===== config.mk =====
export PLATFORM = sky130hd
export DESIGN_NAME = tlb_lru_lookup_insert_unit
export DESIGN_NICKNAME = d
export VERILOG_FILES = /design/src/sv/tlu_pkg.sv /design/src/sv/tlu_ctrl.sv /design/src/sv/tlu_dp.sv /design/src/sv/tlb_lru_lookup_insert_unit.sv
export VERILOG_INCLUDE_DIRS = /design/src /design/src/sv
export SDC_FILE = /design/constraint.sdc
export NUM_CORES = 2
export LEC_CHECK = 0
export BUFFER_PORTS_ARGS = -buffer_cell sky130_fd_sc_hd__buf_2
export CORE_MARGIN = 1
export CORE_UTILIZATION = 30
export CTS_BUF_LIST = sky130_fd_sc_hd__clkbuf_4
export CTS_CLUSTER_DIAMETER = 30
export DETAILED_ROUTE_END_ITERATION = 8
export SLEW_MARGIN = 30
export SYNTH_ARGS = -nofsm -noshare
export SYNTH_HDL_FRONTEND = slang
export SYNTH_SLANG_ARGS = --single-unit

===== constraint.sdc =====
create_clock -name clk -period 5.3 [get_ports clk]
set_clock_uncertainty 0.1 [all_clocks]
set_input_delay 1.06 -clock clk [delete_from_list [all_inputs] [get_ports clk]]
set_output_delay 1.06 -clock clk [all_outputs]
set_load 0.05 [all_outputs]

===== src/sv/tlb_lru_lookup_insert_unit_macros.svh =====
// assertion macros for the translation buffer unit
// expects clk and arst_n in the scope of use
`ifndef TLB_LRU_LOOKUP_INSERT_UNIT_MACROS_SVH
`define TLB_LRU_LOOKUP_INSERT_UNIT_MACROS_SVH

// same-cycle implication, off while in reset
`define TLU_ASSERT_IMPLIES(lbl, ante, cons) \
	lbl: assert property (@(posedge clk) disable iff (!arst_n) (ante) |-> (cons)) \
		else $error("tlu check failed");

// next-cycle implication, off while in reset
`define TLU_ASSERT_NEXT(lbl, ante, cons) \
	lbl: assert property (@(posedge clk) disable iff (!arst_n) (ante) |=> (cons)) \
		else $error("tlu check failed");

`endif


===== src/sv/tlu_pkg.sv =====
// shared constants, codes and controller/datapath bundles for the tlb unit
// no dependencies
package tlu_pkg;

	localparam int TLB_DEPTH = 16;
	localparam int IDX_W     = (TLB_DEPTH > 1) ? $clog2(TLB_DEPTH) : 1;
	localparam int CNT_W     = $clog2(TLB_DEPTH + 1);
	localparam int KIND_W    = 2;
	localparam int PID_W     = 16;
	localparam int PAGE_W    = 16;
	localparam int FRAME_W   = 12;
	localparam int SLOT_W    = 4;
	localparam int STAMP_W   = 32;
	localparam int CFG_W     = 5;
	localparam logic [CFG_W-1:0] CFG_RESET = 5'd16;

	typedef enum logic [KIND_W-1:0] {
		KIND_FLUSH  = 2'd0,
		KIND_LOOKUP = 2'd1,
		KIND_INSERT = 2'd2,
		KIND_NOP    = 2'd3
	} kind_t;

	typedef enum logic [1:0] {
		ST_IDLE,
		ST_LOOK,
		ST_SCAN
	} state_t;

	// controller to datapath
	typedef struct packed {
		logic capture;
		logic exec;
		logic scan_init;
		logic scan_step;
		logic commit;
	} cmd_t;

	// datapath to controller
	typedef struct packed {
		logic need_scan;
		logic scan_done;
	} status_t;

endpackage


===== src/sv/tlu_ctrl.sv =====
// controller for the tlb unit: sequences capture, search, victim scan and result
// depends on tlu_pkg
module tlu_ctrl (
	input  logic              clk,
	input  logic              arst_n,
	input  logic              in_valid,
	output logic              in_ready,
	input  logic              out_ready,
	output logic              out_valid,
	input  tlu_pkg::status_t  status,
	output tlu_pkg::cmd_t     cmd
);

	tlu_pkg::state_t state_q, state_d;
	logic out_valid_q;
	logic out_ok;

	// result register free now or drained this cycle
	assign out_ok    = !out_valid_q || out_ready;
	assign out_valid = out_valid_q;

	// next state
	always_comb begin
		state_d = state_q;
		unique case (state_q)
			tlu_pkg::ST_IDLE: begin
				if (in_valid) state_d = tlu_pkg::ST_LOOK;
			end
			tlu_pkg::ST_LOOK: begin
				if (status.need_scan) state_d = tlu_pkg::ST_SCAN;
				else if (out_ok) state_d = tlu_pkg::ST_IDLE;
			end
			tlu_pkg::ST_SCAN: begin
				if (status.scan_done && out_ok) state_d = tlu_pkg::ST_IDLE;
			end
			default: state_d = tlu_pkg::ST_IDLE;
		endcase
	end

	// commands
	always_comb begin
		cmd      = '0;
		in_ready = 1'b0;
		unique case (state_q)
			tlu_pkg::ST_IDLE: begin
				in_ready    = 1'b1;
				cmd.capture = in_valid;
			end
			tlu_pkg::ST_LOOK: begin
				if (status.need_scan) cmd.scan_init = 1'b1;
				else cmd.exec = out_ok;
			end
			tlu_pkg::ST_SCAN: begin
				if (!status.scan_done) cmd.scan_step = 1'b1;
				else cmd.commit = out_ok;
			end
			default: ;
		endcase
	end

	// state and result valid
	always_ff @(posedge clk or negedge arst_n) begin
		if (!arst_n) begin
			state_q     <= tlu_pkg::ST_IDLE;
			out_valid_q <= 1'b0;
		end else begin
			state_q <= state_d;
			if (cmd.exec || cmd.commit) out_valid_q <= 1'b1;
			else if (out_ready) out_valid_q <= 1'b0;
		end
	end

endmodule


===== src/sv/tlu_dp.sv =====
// datapath for the tlb unit: slot storage, parallel match, fill and lru scan
// depends on tlu_pkg
module tlu_dp (
	input  logic                          clk,
	input  logic                          arst_n,
	input  logic                          cfg_we,
	input  logic [tlu_pkg::CFG_W-1:0]     cfg_data,
	input  logic [tlu_pkg::KIND_W-1:0]    kind,
	input  logic [tlu_pkg::PID_W-1:0]     pid,
	input  logic [tlu_pkg::PAGE_W-1:0]    page,
	input  logic [tlu_pkg::FRAME_W-1:0]   frame,
	input  tlu_pkg::cmd_t                 cmd,
	output tlu_pkg::status_t              status,
	output logic                          hit,
	output logic [tlu_pkg::SLOT_W-1:0]    slot,
	output logic [tlu_pkg::FRAME_W-1:0]   frame_out
);

	localparam int D = tlu_pkg::TLB_DEPTH;

	logic [tlu_pkg::CFG_W-1:0]   entries_q;
	tlu_pkg::kind_t              kind_q;
	logic [tlu_pkg::PID_W-1:0]   pid_q;
	logic [tlu_pkg::PAGE_W-1:0]  page_q;
	logic [tlu_pkg::FRAME_W-1:0] frame_q;

	logic [D-1:0]                valid_q;
	logic [tlu_pkg::PID_W-1:0]   pid_arr_q   [D];
	logic [tlu_pkg::PAGE_W-1:0]  page_arr_q  [D];
	logic [tlu_pkg::FRAME_W-1:0] frame_arr_q [D];
	logic [tlu_pkg::STAMP_W-1:0] stamp_arr_q [D];
	logic [tlu_pkg::STAMP_W-1:0] use_clock_q;

	logic [tlu_pkg::IDX_W-1:0]   victim_q;
	logic [tlu_pkg::STAMP_W-1:0] best_q;
	logic [tlu_pkg::CNT_W-1:0]   scan_idx_q;

	logic                        hit_q;
	logic [tlu_pkg::SLOT_W-1:0]  slot_q;
	logic [tlu_pkg::FRAME_W-1:0] frame_out_q;

	logic [tlu_pkg::CNT_W-1:0]   n_act;
	logic [D-1:0]                active;
	logic [D-1:0]                hit_vec;
	logic [D-1:0]                empty_vec;
	logic                        any_hit;
	logic                        any_empty;
	logic [tlu_pkg::IDX_W-1:0]   hit_idx;
	logic [tlu_pkg::IDX_W-1:0]   empty_idx;
	logic                        fill_en;
	logic [tlu_pkg::IDX_W-1:0]   fill_idx;
	logic                        stamp_hit_en;
	logic                        do_flush;
	logic [tlu_pkg::STAMP_W-1:0] stamp_scan;
	logic                        out_hit_d;
	logic [tlu_pkg::SLOT_W-1:0]  out_slot_d;
	logic [tlu_pkg::FRAME_W-1:0] out_frame_d;

	// active slot count, saturated at the depth
	always_comb begin
		if (32'(entries_q) > 32'(D)) n_act = tlu_pkg::CNT_W'(D);
		else n_act = tlu_pkg::CNT_W'(entries_q);
		for (int i = 0; i < D; i++) begin
			active[i] = (32'(i) < 32'(n_act));
		end
	end

	// parallel tag compare and empty detect
	always_comb begin
		for (int i = 0; i < D; i++) begin
			hit_vec[i]   = valid_q[i] && active[i] &&
			               (pid_arr_q[i] == pid_q) && (page_arr_q[i] == page_q);
			empty_vec[i] = !valid_q[i] && active[i];
		end
	end

	// lowest set index of each vector
	always_comb begin
		hit_idx   = '0;
		empty_idx = '0;
		for (int i = D - 1; i >= 0; i--) begin
			if (hit_vec[i]) hit_idx = tlu_pkg::IDX_W'(i);
			if (empty_vec[i]) empty_idx = tlu_pkg::IDX_W'(i);
		end
		any_hit   = |hit_vec;
		any_empty = |empty_vec;
	end

	// update decisions
	assign do_flush     = cmd.exec && (kind_q == tlu_pkg::KIND_FLUSH);
	assign stamp_hit_en = cmd.exec && (kind_q == tlu_pkg::KIND_LOOKUP) && any_hit;
	assign fill_en      = (cmd.exec && (kind_q == tlu_pkg::KIND_INSERT) && !any_hit &&
	                       any_empty) || cmd.commit;
	assign fill_idx     = cmd.commit ? victim_q : empty_idx;

	// status toward the controller
	assign status.need_scan = (kind_q == tlu_pkg::KIND_INSERT) && !any_hit &&
	                          (n_act != '0) && !any_empty;
	assign status.scan_done = (scan_idx_q >= n_act);

	// stamp under the scan pointer
	assign stamp_scan = stamp_arr_q[scan_idx_q[tlu_pkg::IDX_W-1:0]];

	// result fields
	always_comb begin
		out_hit_d   = 1'b0;
		out_slot_d  = '0;
		out_frame_d = '0;
		if (cmd.commit) begin
			out_slot_d = tlu_pkg::SLOT_W'(victim_q);
		end else begin
			unique case (kind_q)
				tlu_pkg::KIND_LOOKUP: begin
					if (any_hit) begin
						out_hit_d   = 1'b1;
						out_slot_d  = tlu_pkg::SLOT_W'(hit_idx);
						out_frame_d = frame_arr_q[hit_idx];
					end
				end
				tlu_pkg::KIND_INSERT: begin
					if (any_hit) begin
						out_hit_d  = 1'b1;
						out_slot_d = tlu_pkg::SLOT_W'(hit_idx);
					end else if (any_empty) begin
						out_slot_d = tlu_pkg::SLOT_W'(empty_idx);
					end
				end
				default: ;
			endcase
		end
	end

	// config, valid bits and use counter
	always_ff @(posedge clk or negedge arst_n) begin
		if (!arst_n) begin
			entries_q   <= tlu_pkg::CFG_RESET;
			valid_q     <= '0;
			use_clock_q <= '0;
		end else begin
			if (cfg_we) entries_q <= cfg_data;
			if (do_flush) begin
				valid_q     <= '0;
				use_clock_q <= '0;
			end else if (fill_en) begin
				valid_q[fill_idx] <= 1'b1;
				use_clock_q       <= use_clock_q + tlu_pkg::STAMP_W'(1);
			end else if (stamp_hit_en) begin
				use_clock_q <= use_clock_q + tlu_pkg::STAMP_W'(1);
			end
		end
	end

	// item capture, slot contents, scan and result registers
	always_ff @(posedge clk) begin
		if (cmd.capture) begin
			kind_q  <= tlu_pkg::kind_t'(kind);
			pid_q   <= pid;
			page_q  <= page;
			frame_q <= frame;
		end
		if (fill_en) begin
			pid_arr_q[fill_idx]   <= pid_q;
			page_arr_q[fill_idx]  <= page_q;
			frame_arr_q[fill_idx] <= frame_q;
			stamp_arr_q[fill_idx] <= use_clock_q;
		end else if (stamp_hit_en) begin
			stamp_arr_q[hit_idx] <= use_clock_q;
		end
		// oldest stamp search, lowest index wins ties
		if (cmd.scan_init) begin
			victim_q   <= '0;
			best_q     <= stamp_arr_q[0];
			scan_idx_q <= tlu_pkg::CNT_W'(1);
		end else if (cmd.scan_step) begin
			if (stamp_scan < best_q) begin
				victim_q <= scan_idx_q[tlu_pkg::IDX_W-1:0];
				best_q   <= stamp_scan;
			end
			scan_idx_q <= scan_idx_q + tlu_pkg::CNT_W'(1);
		end
		if (cmd.exec || cmd.commit) begin
			hit_q       <= out_hit_d;
			slot_q      <= out_slot_d;
			frame_out_q <= out_frame_d;
		end
	end

	assign hit       = hit_q;
	assign slot      = slot_q;
	assign frame_out = frame_out_q;

endmodule


===== src/sv/tlb_lru_lookup_insert_unit.sv =====
// Fully associative translation buffer keyed by (pid, page) with least recently
// used replacement. Each input beat is a flush, a lookup, an insert or a nop and
// gives one result beat. An accepted item goes to the search stage, where all
// active slots are compared in parallel, so flush, lookup, an insert of a present
// pair and an insert into an empty slot have their result registered from the
// search stage. An insert into a full buffer then scans the stamps of the active
// slots one per cycle to find the oldest, and its result is registered once the
// scan is done. A new item is accepted only in the idle state, after the last one
// has left the search or scan. A result that is not taken holds the search stage
// until it drains. The result register lets the next item be accepted while a
// result waits; the entry count register is written through the cfg channel,
// which is always ready.
// depends on tlu_pkg, tlu_ctrl, tlu_dp and the assertion macro header
`include "tlb_lru_lookup_insert_unit_macros.svh"

module tlb_lru_lookup_insert_unit (
	input  logic                          clk,
	input  logic                          arst_n,
	input  logic                          cfg_valid,
	output logic                          cfg_ready,
	input  logic [tlu_pkg::CFG_W-1:0]     cfg_data,
	input  logic                          in_valid,
	output logic                          in_ready,
	input  logic [tlu_pkg::KIND_W-1:0]    kind,
	input  logic [tlu_pkg::PID_W-1:0]     pid,
	input  logic [tlu_pkg::PAGE_W-1:0]    page,
	input  logic [tlu_pkg::FRAME_W-1:0]   frame,
	output logic                          out_valid,
	input  logic                          out_ready,
	output logic                          hit,
	output logic [tlu_pkg::SLOT_W-1:0]    slot,
	output logic [tlu_pkg::FRAME_W-1:0]   frame_out
);

	tlu_pkg::cmd_t    cmd;
	tlu_pkg::status_t status;

	// config writes are always accepted
	assign cfg_ready = 1'b1;

	// controller
	tlu_ctrl u_ctrl (
		.clk       (clk),
		.arst_n    (arst_n),
		.in_valid  (in_valid),
		.in_ready  (in_ready),
		.out_ready (out_ready),
		.out_valid (out_valid),
		.status    (status),
		.cmd       (cmd)
	);

	// datapath
	tlu_dp u_dp (
		.clk       (clk),
		.arst_n    (arst_n),
		.cfg_we    (cfg_valid),
		.cfg_data  (cfg_data),
		.kind      (kind),
		.pid       (pid),
		.page      (page),
		.frame     (frame),
		.cmd       (cmd),
		.status    (status),
		.hit       (hit),
		.slot      (slot),
		.frame_out (frame_out)
	);

	// checks
	`TLU_ASSERT_NEXT(a_busy_after_accept, in_valid && in_ready, !in_ready)
	`TLU_ASSERT_IMPLIES(a_no_result_overwrite, cmd.exec || cmd.commit, !out_valid || out_ready)
	`TLU_ASSERT_IMPLIES(a_result_from_item, $rose(out_valid), $past(!in_ready))

endmodule


==> results by group <==
Yosys
  – Synth Register Bits: 1,380
  – Post-synth EDFFs: 1,311
  – Compound-Gate Fraction of Synth Area: 0.0290
  – Post-synthesis mux area share: 0.0777
  – Sequential area share after synthesis: 0.703
  – Largest family of logic cells by synthesized area: simple AND/OR/NAND/NOR gates
  – Mapped Cells: 3,550
  – Syn Area/Cell: 16.4 um2
  – Synth Flop Type: edfxtp_1
  – Async SR Flop Fraction: 0.0406
  – Simple-gate share of the synthesized area: 0.0822
  – Synth Area in Adders: 0.00879
  – Synth cell types: 82
  – Post-Syn Nets: 3,647
  – Xor/xnor share of the synthesized area: 0.0809
  – Yosys Warn Count: 0
  – Post-Syn Area: 58,300 um2

Clock tree
  – Num CTS Buffers: 374
  – Maximum buffer depth of the clock tree: 4
  – H-Tree Depth: 5
  – Clk root buf: clkbuf_4
  – CTS tree: built
  – PostCTS Resize Cnt: 0
  – CTS sink cnt: 1,380
  – Reg clk slew, reported paths: 0.06 ns
  – Clk_lat worst skew: 1.31 ns

Timing
  – Worst hold slack: 0.344 ns
  – Period Utilization, post-route: 0.946
  – Tmin final: 5.01 ns
  – Worst slew margin: 0.331
  – Final worst slack: 0.285 ns
  – Worst-margin pin slew: 0.994 ns
  – Setup violations, final: 0
  – Pins Over Slew Limit: 0
  – RSZ-0062 raised after global routing: no
  – Fin. Hold Viols: 0
  – Peak Freq: 199 MHz

Floorplan
  – Core area: 193,000 um2
  – # IOs: 76
  – Die span in y: 443 um
  – Rows: 161
  – Die Width: 443 um
  – Initial Util: 0.303
  – Die area: 196,000 um2

Power
  – LEAKAGE: 24.0 nW
  – Maximum vdd drop: 0.213 mV
  – Pwr Density: 373 nW/um2

Detailed routing
  – DRC violations left: 0
  – ANT nets after route: 0
  – DR pass1 iterations: 6
  – 1st-iter DRT viols: 2,862
  – Final wirelength: 155,000 um
  – Wirelength per Cell: 22.5 um
  – Vias: 33,740
  – Vias/cell: 4.91

Global routing
  – Vias in the first global route: 34,582
  – Largest net degree at the start of global routing: 57
  – First-pass GRT wire length: 227,000 um
  – Initial antenna violation count: 6
  – GRT Overall Usage: 0.156
  – Remaining global-route overflow: 0

Final layout
  – Layout cells sized above 1: 0.251
  – FILL cells: 18,289
  – Final Core Density: 0.356
  – Area Overhead vs Synth: 17.8%
  – Layout Nets: 4,201

Placed design
  – I/O Buffers: 74
  – GPL Wtd Cong: 0.876
  – DP Wirelength: 97,500 um
  – Placement Setup Slack: 0.272 ns

Critical path
  – Setup CP Type: flop to flop
  – Startpoint types: flop
  – Cell mode on critical path: buf_4
  – Crit path DAT: 5.94 ns
  – Critical path, cell by cell: buf_4 -> xnor2_1 -> nand4_1 -> nand4bb_1 -> or4_1 -> a41oi_1 -> o221ai_1 -> a311oi_1 -> a21oi_4 -> buf_4 -> mux2_2 -> o2bb2ai_1 -> a21oi_1 -> a22o_1
  – Slowest stage delay, CP: 0.85 ns
  – Worst EP required: 6.22 ns
  – Crit-path max FO: 21
  – Critical Path End Type: flop
  – Max stage delay cell, worst path: a311oi_1

Job
  – Max Cap Viol: 0

Min path
  – HP Class: input pin to flop

Outcome
  – Status: finished clean
[cell usage after synthesis, types with 19 or more instances]
library cell | instances | area, um2
a21oi_1 | 59 | 295
a22o_1 | 26 | 228
a31oi_1 | 19 | 119
buf_1 | 20 | 75.1
buf_2 | 30 | 150
buf_4 | 47 | 353
clkbuf_1 | 43 | 161
dfrtp_1 | 55 | 1380
edfxtp_1 | 1311 | 39400
ha_1 | 41 | 513
inv_1 | 60 | 225
mux2_2 | 19 | 214
mux2i_1 | 70 | 701
mux4_2 | 160 | 3600
nand2_1 | 246 | 923
nand2b_1 | 24 | 150
nand3_1 | 41 | 205
nand4_1 | 142 | 888
nor2_1 | 135 | 507
nor2b_1 | 19 | 119
nor3_1 | 37 | 185
nor4_1 | 87 | 544
o21a_1 | 19 | 143
o21ai_0 | 32 | 160
or4_1 | 24 | 180
xnor2_1 | 304 | 2660
xor2_1 | 235 | 2060
[per-stage QoR]
step | cells | TNS (ns) | cell area [um2] | power, W
floorplan | 3550 | -55.98 | 58300 | 0.0152
global placement | 6201 | 0 | 63600 | 0.0166
detailed placement | 6201 | 0 | 63600 | 0.0166
CTS | 6866 | 0 | 68700 | 0.0260
global route | 6871 | 0 | 68700 | 0.0267
finish | 6871 | 0 | 68700 | 0.0256
[worst paths after layout]
check                                             startpoint                               to  slack, ns  cells past startpoint
setup / recovery                    u_dp.pid_q[13]$_DFFE_PP_  u_dp.frame_out[1]$_SDFFCE_PP0P_       0.29                     14
hold / removal                                     out_ready    u_ctrl.state_q[0]$_DFFE_PN0P_       0.34                      4
setup reg to reg                    u_dp.pid_q[13]$_DFFE_PP_  u_dp.frame_out[1]$_SDFFCE_PP0P_       0.29                     14
hold reg to reg            u_dp.stamp_arr_q[0][13]$_DFFE_PP_        u_dp.best_q[13]$_DFFE_PP_       0.38                      2
max in group asynchronous                             arst_n      u_dp.valid_q[5]$_DFFE_PN0P_       4.06                      2
min in group asynchronous                             arst_n  u_dp.use_clock_q[9]$_DFFE_PN0P_       0.39                      2
[logic make-up after synthesis]
| group | count (synthesis) |
|---|---|
| adder cells (fa/ha/maj) | 41 |
| buffers and inverters | 208 |
| flip-flops | 1380 |
| AND/OR/NAND/NOR | 891 |
| XOR/XNOR | 539 |
| multiplexers | 250 |
| other | 1 |
| AO/OA/AOI/OAI | 240 |
[registers in the layout (all words and copies together) (netlist names), 16 cells and up, named ones only]
signal	count
u_dp.frame_arr_q	192
u_dp.page_arr_q	256
u_dp.page_q	16
u_dp.pid_q	16
u_dp.best_q	32
u_dp.valid_q	16
u_dp.stamp_arr_q	512
u_dp.pid_arr_q	256
u_dp.use_clock_q	32
[report_power, final]
group	switching, W	internal [W]	leakage, nW	total [W]
registers	0.000364	0.0122	13.6	0.0126
clock network	0.00428	0.00497	2.73	0.00925
logic	0.00206	0.00169	7.73	0.00375
total	0.00670	0.0189	24.0	0.0256
[repair_timing]
action	4_1_cts	5_1_grt
hold endpoints to repair	106	0
hold buffers	53	0
buffers inserted	0	0
[final cells by class]
class / instances / area (um2) / area share
flip-flops and latches: 1380 / 41000 / 0.597
multi-input cells: 1962 / 16500 / 0.241
clock buffers: 526 / 3950 / 0.0575
repair buffers: 326 / 3200 / 0.0465
well taps: 2526 / 3160 / 0.0460
clock inverters: 86 / 592 / 0.00861
inverters: 60 / 225 / 0.00328
diodes: 5 / 12.5 / 0.000182
[cells in the final DEF, fill, tap and decap left out, drive strengths merged, types with 53 or more instances in the layout]
cell	n
nor2	138
mux2i	70
nand4	144
inv	62
mux4	160
edfxtp	1311
a21oi	60
dfrtp	55
nor4	88
dlygate4sd3	53
xnor2	304
xor2	235
buf	273
nand2	246
clkinv	75
clkbuf	526
[per-layer routing]
metal  routed length, um  vias up  global-route usage
met1               66600    17162               0.207
met5                   0        -                   0
met2               74000     1257               0.253
met3               10100      274              0.0304
li1                    -    15047                   -
met4                3980        0              0.0536
[critical path: cells and delay by family, from the launching register on]
kind	cells	cell delay, ns
AO/OA/AOI/OAI	7	1.92
XOR/XNOR	1	0.19
buffers and inverters	2	0.70
flip-flops	1	0.60
multiplexers	1	0.32
AND/OR/NAND/NOR	3	0.92
(Power assumes the default switching activity.)
